[config.mk]
export PLATFORM = sky130hd
export DESIGN_NAME = rgb565_to_uyvy_converter_core
export DESIGN_NICKNAME = d
export VERILOG_FILES = /design/src/sv/rgb2uv_pkg.sv /design/src/sv/rgb2uv_front.sv /design/src/sv/rgb2uv_fifo.sv /design/src/sv/rgb2uv_back.sv /design/src/sv/rgb565_to_uyvy_converter_core.sv
export VERILOG_INCLUDE_DIRS = /design/src /design/src/sv
export SDC_FILE = /design/constraint.sdc
export NUM_CORES = 1
export LEC_CHECK = 0
export BUFFER_PORTS_ARGS = -buffer_cell sky130_fd_sc_hd__buf_4
export CORE_MARGIN = 3
export CORE_UTILIZATION = 35
export DETAILED_ROUTE_END_ITERATION = 7
export MAX_ROUTING_LAYER = met4
export PLACE_DENSITY = 0.47
export RECOVER_POWER = 25
export SETUP_SLACK_MARGIN = 0.05
export SLEW_MARGIN = 20
export SYNTH_ARGS = -nofsm -noshare
export SYNTH_HDL_FRONTEND = slang
export SYNTH_SLANG_ARGS = --single-unit
[constraint.sdc]
create_clock -name clock -period 13.5 [get_ports clock]
set_clock_uncertainty 0.15 [all_clocks]
set_input_delay 2.7 -clock clock [delete_from_list [all_inputs] [get_ports clock]]
set_output_delay 2.7 -clock clock [all_outputs]
set_load 0.05 [all_outputs]
[src/sv/rgb565_to_uyvy_converter_core_macros.svh]
// Assertion macros used by the RGB565 to UYVY converter word builder
`ifndef RGB565_TO_UYVY_CONVERTER_CORE_MACROS_SVH
`define RGB565_TO_UYVY_CONVERTER_CORE_MACROS_SVH

// Check that a condition implies another in the same cycle
`define RGB2UV_ASSERT_SAME(label, clk, rst, ante, cons) \
   label: assert property (@(posedge clk) disable iff (rst) (ante) |-> (cons)) \
      else $error("rgb2uv assertion failed");

// Check that a condition implies another in the next cycle
`define RGB2UV_ASSERT_NEXT(label, clk, rst, ante, cons) \
   label: assert property (@(posedge clk) disable iff (rst) (ante) |=> (cons)) \
      else $error("rgb2uv assertion failed");

`endif

[src/sv/rgb2uv_pkg.sv]
// Types, constant tables and color math for the RGB565 to UYVY converter
`timescale 1ns / 1ps

package rgb2uv_pkg;

   localparam int QUEUE_DEPTH_DEF = 2;

   typedef struct packed {
      logic [15:0] pixel_even;
      logic [15:0] pixel_odd;
      logic        end_of_line;
      logic        end_of_frame;
   } req_word_type;

   typedef struct packed {
      logic [31:0] uyvy_word;
      logic        last_of_run;
      logic        line_done;
      logic        frame_done;
   } rsp_word_type;

   typedef struct packed {
      logic [4:0] r0;
      logic [4:0] b0;
      logic [4:0] y0;
      logic [4:0] r1;
      logic [4:0] b1;
      logic [4:0] y1;
      logic       eol;
      logic       eof;
      logic       dbl;
   } pair_job_type;

   typedef logic [31:0][20:0] luma_tab_type;
   typedef logic [31:0][7:0]  byte_tab_type;

   // round to 24 significant bits, ties to even
   function automatic logic [63:0] round24(input logic [63:0] p);
      logic [63:0] t;
      logic [63:0] q;
      logic [63:0] rem;
      logic [63:0] half;
      int          n;
      t = p;
      n = 0;
      for (int k = 0; k < 40; k++) begin
         if (t >= 64'd16777216) begin
            t = t >> 1;
            n = n + 1;
         end
      end
      if (n == 0) begin
         return p;
      end
      q    = p >> n;
      rem  = p & ((64'd1 << n) - 64'd1);
      half = 64'd1 << (n - 1);
      if (rem > half || (rem == half && q[0])) begin
         q = q + 64'd1;
      end
      return q << n;
   endfunction

   function automatic luma_tab_type build_luma(input logic [23:0] m, input int fb);
      luma_tab_type tab;
      logic [63:0]  p;
      for (int i = 0; i < 32; i++) begin
         p = round24({40'd0, m} * 64'(i));
         p = round24(p + (64'd1 << (fb - 1)));
         p = p >> fb;
         tab[i] = p[20:0];
      end
      return tab;
   endfunction

   function automatic byte_tab_type build_chroma(input logic [23:0] m);
      byte_tab_type tab;
      logic [63:0]  p;
      for (int i = 0; i < 32; i++) begin
         p = round24({40'd0, m} * 64'(i)) >> 21;
         tab[i] = p[7:0];
      end
      return tab;
   endfunction

   function automatic byte_tab_type build_y_out();
      byte_tab_type tab;
      int           v;
      for (int i = 0; i < 32; i++) begin
         v = 16 + (219 * i) / 32;
         tab[i] = 8'(v);
      end
      return tab;
   endfunction

   localparam luma_tab_type LUMA_R_TAB = build_luma(24'd10032775, 9);
   localparam luma_tab_type LUMA_G_TAB = build_luma(24'd9848226, 8);
   localparam luma_tab_type LUMA_B_TAB = build_luma(24'd15300821, 11);
   localparam byte_tab_type CHROMA_U_TAB = build_chroma(24'd9479127);
   localparam byte_tab_type CHROMA_V_TAB = build_chroma(24'd11962155);
   localparam byte_tab_type Y_OUT_TAB = build_y_out();

   function automatic logic [4:0] luma_index(input logic [15:0] px);
      logic [20:0] sum;
      sum = LUMA_R_TAB[px[15:11]] + LUMA_G_TAB[px[10:6]] + LUMA_B_TAB[px[4:0]];
      return sum[20:16];
   endfunction

   function automatic logic [7:0] chroma_val(input byte_tab_type tab,
                                             input logic [4:0] c,
                                             input logic [4:0] y);
      logic [5:0] d;
      logic [5:0] nd;
      logic [4:0] mag;
      logic [9:0] s;
      d   = {1'b0, c} - {1'b0, y};
      nd  = 6'd0 - d;
      mag = d[5] ? nd[4:0] : d[4:0];
      s   = d[5] ? (10'd128 - {2'b00, tab[mag]}) : (10'd128 + {2'b00, tab[mag]});
      if (s[9]) begin
         return 8'd0;
      end
      if (s[8]) begin
         return 8'd255;
      end
      return s[7:0];
   endfunction

endpackage

[src/sv/rgb2uv_front.sv]
// Input stage: takes pixel pairs, computes luma indexes, feeds the job queue
`timescale 1ns / 1ps

module rgb2uv_front
   import rgb2uv_pkg::*;
(
   input  logic         clock,
   input  logic         reset,
   input  logic         req_valid,
   output logic         req_stall,
   input  req_word_type req_data,
   input  logic         double_width,
   input  logic         queue_full,
   output logic         push,
   output pair_job_type push_job
);

   logic         stage_valid_ff;
   logic         stage_valid_in;
   pair_job_type stage_job_ff;
   pair_job_type stage_job_in;
   logic         take;

   assign req_stall = stage_valid_ff && queue_full;
   assign take      = req_valid && !req_stall;
   assign push      = stage_valid_ff && !queue_full;
   assign push_job  = stage_job_ff;

   always_comb begin
      stage_valid_in = stage_valid_ff;
      stage_job_in   = stage_job_ff;
      if (take) begin
         stage_valid_in   = 1'b1;
         stage_job_in.r0  = req_data.pixel_even[15:11];
         stage_job_in.b0  = req_data.pixel_even[4:0];
         stage_job_in.y0  = luma_index(req_data.pixel_even);
         stage_job_in.r1  = req_data.pixel_odd[15:11];
         stage_job_in.b1  = req_data.pixel_odd[4:0];
         stage_job_in.y1  = luma_index(req_data.pixel_odd);
         stage_job_in.eol = req_data.end_of_line;
         stage_job_in.eof = req_data.end_of_frame;
         stage_job_in.dbl = double_width;
      end else if (push) begin
         stage_valid_in = 1'b0;
      end
   end

   always_ff @(posedge clock) begin
      if (reset) begin
         stage_valid_ff <= 1'b0;
      end else begin
         stage_valid_ff <= stage_valid_in;
      end
   end

   always_ff @(posedge clock) begin
      stage_job_ff <= stage_job_in;
   end

endmodule

[src/sv/rgb2uv_fifo.sv]
// Short job queue between the input stage and the word builder
`timescale 1ns / 1ps

module rgb2uv_fifo
   import rgb2uv_pkg::*;
#(
   parameter int DEPTH = QUEUE_DEPTH_DEF
) (
   input  logic         clock,
   input  logic         reset,
   input  logic         push,
   input  pair_job_type push_job,
   input  logic         pop,
   output logic         full,
   output logic         not_empty,
   output pair_job_type head_job
);

   localparam int PTR_W = $clog2(DEPTH);
   localparam int CNT_W = $clog2(DEPTH + 1);

   pair_job_type           slot_ff [DEPTH];
   logic [PTR_W-1:0]       wr_ptr_ff;
   logic [PTR_W-1:0]       wr_ptr_in;
   logic [PTR_W-1:0]       rd_ptr_ff;
   logic [PTR_W-1:0]       rd_ptr_in;
   logic [CNT_W-1:0]       count_ff;
   logic [CNT_W-1:0]       count_in;

   assign full      = (count_ff == CNT_W'(DEPTH));
   assign not_empty = (count_ff != '0);
   assign head_job  = slot_ff[rd_ptr_ff];

   always_comb begin
      wr_ptr_in = wr_ptr_ff;
      rd_ptr_in = rd_ptr_ff;
      count_in  = count_ff;
      if (push) begin
         wr_ptr_in = (wr_ptr_ff == PTR_W'(DEPTH - 1)) ? '0 : wr_ptr_ff + PTR_W'(1);
      end
      if (pop) begin
         rd_ptr_in = (rd_ptr_ff == PTR_W'(DEPTH - 1)) ? '0 : rd_ptr_ff + PTR_W'(1);
      end
      if (push && !pop) begin
         count_in = count_ff + CNT_W'(1);
      end else if (pop && !push) begin
         count_in = count_ff - CNT_W'(1);
      end
   end

   always_ff @(posedge clock) begin
      if (reset) begin
         wr_ptr_ff <= '0;
         rd_ptr_ff <= '0;
         count_ff  <= '0;
      end else begin
         wr_ptr_ff <= wr_ptr_in;
         rd_ptr_ff <= rd_ptr_in;
         count_ff  <= count_in;
      end
   end

   always_ff @(posedge clock) begin
      if (push) begin
         slot_ff[wr_ptr_ff] <= push_job;
      end
   end

endmodule

[src/sv/rgb2uv_back.sv]
// Word builder: turns queued jobs into UYVY output words
`timescale 1ns / 1ps
`include "rgb565_to_uyvy_converter_core_macros.svh"

module rgb2uv_back
   import rgb2uv_pkg::*;
(
   input  logic         clock,
   input  logic         reset,
   input  logic         head_valid,
   input  pair_job_type head_job,
   output logic         pop,
   output logic         rsp_valid,
   input  logic         rsp_stall,
   output rsp_word_type rsp_data
);

   logic         rsp_valid_ff;
   logic         rsp_valid_in;
   rsp_word_type rsp_data_ff;
   rsp_word_type rsp_data_in;
   logic         phase_ff;
   logic         phase_in;
   logic         load_en;
   logic         fire;
   logic         first_half;
   logic [7:0]   y0o;
   logic [7:0]   y1o;
   logic [7:0]   u0;
   logic [7:0]   v0;
   logic [7:0]   u1;
   logic [7:0]   v1;

   assign rsp_valid = rsp_valid_ff;
   assign rsp_data  = rsp_data_ff;

   assign y0o = Y_OUT_TAB[head_job.y0];
   assign y1o = Y_OUT_TAB[head_job.y1];
   assign u0  = chroma_val(CHROMA_U_TAB, head_job.b0, head_job.y0);
   assign v0  = chroma_val(CHROMA_V_TAB, head_job.r0, head_job.y0);
   assign u1  = chroma_val(CHROMA_U_TAB, head_job.b1, head_job.y1);
   assign v1  = chroma_val(CHROMA_V_TAB, head_job.r1, head_job.y1);

   assign load_en    = !rsp_valid_ff || !rsp_stall;
   assign fire       = load_en && head_valid;
   assign first_half = head_job.dbl && !phase_ff;
   assign pop        = fire && !first_half;

   always_comb begin
      rsp_valid_in = rsp_valid_ff;
      rsp_data_in  = rsp_data_ff;
      phase_in     = phase_ff;
      if (fire) begin
         rsp_valid_in = 1'b1;
         phase_in     = first_half;
         if (first_half) begin
            rsp_data_in.uyvy_word   = {y0o, v0, y0o, u0};
            rsp_data_in.last_of_run = 1'b0;
            rsp_data_in.line_done   = 1'b0;
            rsp_data_in.frame_done  = 1'b0;
         end else begin
            rsp_data_in.uyvy_word   = head_job.dbl ? {y1o, v1, y1o, u1}
                                                   : {y1o, v0, y0o, u0};
            rsp_data_in.last_of_run = 1'b1;
            rsp_data_in.line_done   = head_job.eol;
            rsp_data_in.frame_done  = head_job.eof;
         end
      end else if (load_en) begin
         rsp_valid_in = 1'b0;
      end
   end

   always_ff @(posedge clock) begin
      if (reset) begin
         rsp_valid_ff <= 1'b0;
         phase_ff     <= 1'b0;
      end else begin
         rsp_valid_ff <= rsp_valid_in;
         phase_ff     <= phase_in;
      end
   end

   always_ff @(posedge clock) begin
      rsp_data_ff <= rsp_data_in;
   end

   `RGB2UV_ASSERT_SAME(a_phase_has_job, clock, reset, phase_ff, head_valid)
   `RGB2UV_ASSERT_NEXT(a_first_half_advances, clock, reset, fire && first_half, phase_ff)
   `RGB2UV_ASSERT_SAME(a_first_word_no_marks, clock, reset, rsp_valid_ff && !rsp_data_ff.last_of_run, !rsp_data_ff.line_done && !rsp_data_ff.frame_done)

endmodule

[src/sv/rgb565_to_uyvy_converter_core.sv]
// Top level of the RGB565 to UYVY 4:2:2 converter
`timescale 1ns / 1ps

// Converts pairs of RGB565 pixels into packed UYVY words.
// Input channel req_*: one word carries an even and an odd pixel plus row
// and frame end marks; it is taken when req_valid is high and req_stall low.
// Result channel rsp_*: one UYVY word per transfer, taken when rsp_valid is
// high and rsp_stall low. last_of_run marks the final word of a pair and
// carries the row and frame marks.
// csr_wr_en/csr_wr_data write double_width: 0 gives one word per pair
// (even pixel chroma), 1 gives one full word per pixel. Write it only while
// the block is empty.
// The first word of a pair passes the input stage register, the job queue
// and the output register. Throughput: one pair per cycle in packed mode
// while rsp_stall is low; in doubled mode each pair gives two words.
// A two-entry job queue between the luma stage and the word builder keeps
// input flowing while the receiver stalls; when it fills, req_stall rises.
// Reset (synchronous) empties the pipeline and clears double_width.
module rgb565_to_uyvy_converter_core
   import rgb2uv_pkg::*;
#(
   parameter int QUEUE_DEPTH = QUEUE_DEPTH_DEF
) (
   input  logic         clock,
   input  logic         reset,
   input  logic         req_valid,
   output logic         req_stall,
   input  req_word_type req_data,
   output logic         rsp_valid,
   input  logic         rsp_stall,
   output rsp_word_type rsp_data,
   input  logic         csr_wr_en,
   input  logic         csr_wr_data
);

   logic         double_width_ff;
   logic         double_width_in;
   logic         queue_full;
   logic         queue_not_empty;
   logic         push;
   logic         pop;
   pair_job_type push_job;
   pair_job_type head_job;

   assign double_width_in = csr_wr_en ? csr_wr_data : double_width_ff;

   always_ff @(posedge clock) begin
      if (reset) begin
         double_width_ff <= 1'b0;
      end else begin
         double_width_ff <= double_width_in;
      end
   end

   rgb2uv_front u_front (
      .clock        (clock),
      .reset        (reset),
      .req_valid    (req_valid),
      .req_stall    (req_stall),
      .req_data     (req_data),
      .double_width (double_width_ff),
      .queue_full   (queue_full),
      .push         (push),
      .push_job     (push_job)
   );

   rgb2uv_fifo #(
      .DEPTH (QUEUE_DEPTH)
   ) u_fifo (
      .clock     (clock),
      .reset     (reset),
      .push      (push),
      .push_job  (push_job),
      .pop       (pop),
      .full      (queue_full),
      .not_empty (queue_not_empty),
      .head_job  (head_job)
   );

   rgb2uv_back u_back (
      .clock      (clock),
      .reset      (reset),
      .head_valid (queue_not_empty),
      .head_job   (head_job),
      .pop        (pop),
      .rsp_valid  (rsp_valid),
      .rsp_stall  (rsp_stall),
      .rsp_data   (rsp_data)
   );

endmodule
==> impl_results.md <==
- Status: complete, but fails checks
- Failing checks: capacitance limit, slew limit
- Fin nets: 2409
- Synth Area in Compound Gates: 0.275
- Register area share after synthesis: 0.239
- Actual slew at the worst max-slew pin: 1600 ps
- Die ar.: 0.0530 mm2
- CTS tree: built
- Via count: 15800
- Routed Antenna Nets: 0
- Number of cells on the worst hold path: 0
- Synthesis Warnings: 0
- Total gr overflow: 0
- CP max stage delay: 580 ps
- Seq cells post-synth: 143
- Drt total wl: 48.3 mm
- Storage cell area: 0.00421 mm2
- R2R depth: 22
- Clock sink count: 143
- I/O Buffers: 74
- Antenna fix cells: 0
- CTS resizes: 0
- Commonest non-fill, non-tap cells in the layout: nor2_1 (221), nand2_1 (221), a21oi_1 (196)
- Simple-gate share of the synthesized area: 0.173
- Final min period: 7320 ps
- TritonCTS buffer count: 17
- Synth-to-Final Area Change: 8.67%
- Total GRT Usage: 0.186
- Placer congestion estimate: 0.877
- Io pins: 77
- First-pass GRT wire length: 80.3 mm
- Initial core utilization: 0.357
- Final hold viol count: 0
- Dpl hpwl: 36.2 mm
- Layout cells sized above 1: 0.0899
- Post-synthesis xor/xnor area fraction: 0.0252
- CP endpoint kind: flip-flop
- Chip Height: 230 um
- Clk pin slew, worst setup/hold paths: 60 ps
- Critical path's slowest cell: ha_1
- Max cap viols: 1
- Cell Chain, Critical Path: buf_4, inv_1, ha_1, nor2_1, a21oi_1, nor2_1, a311oi_1, a21oi_1, fa_1, ha_1, nand2_1, o21bai_1, a2111oi_0, o31ai_1, a221oi_1, o21ai_0, o21a_1, nor2_1, xnor2_1
- RSZ-0062 raised after global routing: false
- Fillers: 5074
- Synth Net Count: 2441
- Final setup fails: 0
- Hold crit path type: reg2reg
- Initial antenna violation count: 0
- Mapped Cells: 2188
- Post-synth EDFFs: 134
- DR iter-0 viols: 1264
- H-tree depth: 4
- Synth Area in Adders: 0.168
- Syn Std Cell Area: 0.0176 mm2
- Core Region: 0.0493 mm2
- Critical path required time: 13540 ps
- DRC: 0
- CP max FO: 12
- Flop2flop setup slack: 6480 ps
- Post-synthesis mux area share: 0.0617
- Vias in the first global route: 15100
- TNS Setup: 0 ps
- Routed WL per cell: 17.0 um
- Clk Tree Root Cell: clkbuf_16
- First drt pass iteration count: 5
- Clk_lat worst skew: 440 ps
- Top FF cell, synth: edfxtp_1
- Hold path endpoint: u_fifo.slot_ff[1][25]$_DFFE_PP_
- Hold_sp: u_front.push_job[25]$_DFFE_PP_
- FFs w/ async S/R, synth: 0
- Largest net degree at the start of global routing: 50
- Vias per cell: 5.59
- Die X: 230 um
- Max Clk Rate: 137 MHz
- Crit path DAT: 7350 ps
- Netlist cell types: 93
- Setup CP Type: in2reg
- # hold bufs at CTS: 0
- Top cell by count, worst path: nor2_1
- Critical path startpoint category: input port
- Critical R2R Capture: u_back.rsp_data[21]$_DFFE_PP_
- Slew headroom: -0.0675
- Postcts setup bufs: 0
- Fin crit share: 0.542
- Footprint of the multi-input gates: 0.0124 mm2
- Clk buf depth: 2
- Syn_area_per_cell: 8.04 um2
- Row count: 81
- Max Slew Vio Count: 34
- Largest family of logic cells by synthesized area: compound AO/OA/AOI/OAI gates
==> per-stage QoR <==
stage	cells	setup WS (ps)	util	cell area [um2]	hold WS, ps
floorplan	2188	6810	-	17600	258
global placement	2801	5910	0.377	18600	269
detailed placement	2801	5870	0.377	18600	277
CTS	2833	6330	0.388	19100	292
global route	2833	5840	0.388	19100	305
finish	2833	6180	0.388	19100	292
==> sequential cells by signal (all words and copies together), names as in the netlist, named ones only <==
| signal | count |
|---|---|
| u_fifo.rd_ptr_ff | 1 |
| u_fifo.wr_ptr_ff | 1 |
| u_front.push_job | 33 |
| u_fifo.count_ff | 2 |
| u_back.phase_ff | 1 |
| u_back.rsp_valid | 1 |
| u_fifo.slot_ff | 66 |
| u_back.rsp_data | 35 |
| u_front.stage_valid_ff | 1 |
| double_width_ff | 1 |
==> cells by family after synthesis <==
group,Yosys count
xor gates and xnor gates,49
and+or+nand+nor,668
muxes,94
adders and majority gates,213
DFF,143
AOI/OAI and AO/OA,751
buffers and inverters,270
==> synthesized netlist by cell type, types with 27 or more instances <==
cell | n | area [um2]
a31oi_1 | 35 | 219
a211oi_1 | 41 | 308
mux2_2 | 32 | 360
a21oi_1 | 197 | 986
o211ai_1 | 43 | 323
edfxtp_1 | 134 | 4020
clkbuf_1 | 105 | 394
mux2i_1 | 53 | 531
nand2b_1 | 34 | 213
xnor2_1 | 27 | 236
o21ai_0 | 192 | 961
nand2_1 | 221 | 830
fa_1 | 38 | 761
ha_1 | 175 | 2190
nor2_1 | 222 | 833
nor3_1 | 33 | 165
inv_1 | 128 | 480
nand3_1 | 49 | 245
==> critical path, delay by kind of cell <==
kind | cells | cell delay [ps]
adder cells (fa/ha/maj) | 3 | 1350
XOR/XNOR | 1 | 70
AND/OR/NAND/NOR | 4 | 400
AO/OA/AOI/OAI | 9 | 2430
buffers and inverters | 2 | 380
==> per-layer routing <==
metal | global-route usage | vias to the layer above | routed length, um
met2 | 0.302 | 301 | 22700
met5 | - | - | 0
met4 | 0.0345 | 0 | 426
met3 | 0.0162 | 29 | 1470
met1 | 0.254 | 7476 | 23700
li1 | - | 8020 | -
==> worst max path at each step <==
| stage | from | end | slack [ps] | cells after the start |
|---|---|---|---|---|
| 4_1_cts | req_data[25] | u_front.push_job[20]$_DFFE_PP_ | 6330 | 19 |
| 5_1_grt | req_data[25] | u_front.push_job[20]$_DFFE_PP_ | 5840 | 19 |
| 3_3_place_gp | req_data[25] | u_front.push_job[20]$_DFFE_PP_ | 5910 | 19 |
| 6_report | req_data[25] | u_front.push_job[20]$_DFFE_PP_ | 6180 | 19 |
| 2_1_floorplan | req_data[2] | u_front.push_job[6]$_DFFE_PP_ | 6810 | 18 |
| 3_5_place_dp | req_data[25] | u_front.push_job[20]$_DFFE_PP_ | 5870 | 19 |
==> layout make-up <==
cell class / instances / area share
multi-input cells: 1775 / 0.648
repair buffers: 83 / 0.0326
well taps: 664 / 0.0435
inverters: 136 / 0.0267
clock buffers: 19 / 0.0226
flip-flops and latches: 143 / 0.220
clock inverters: 13 / 0.00681
Power is not shown: default switching activity piles up to over one toggle a cycle in this logic, so the estimate is an artifact.
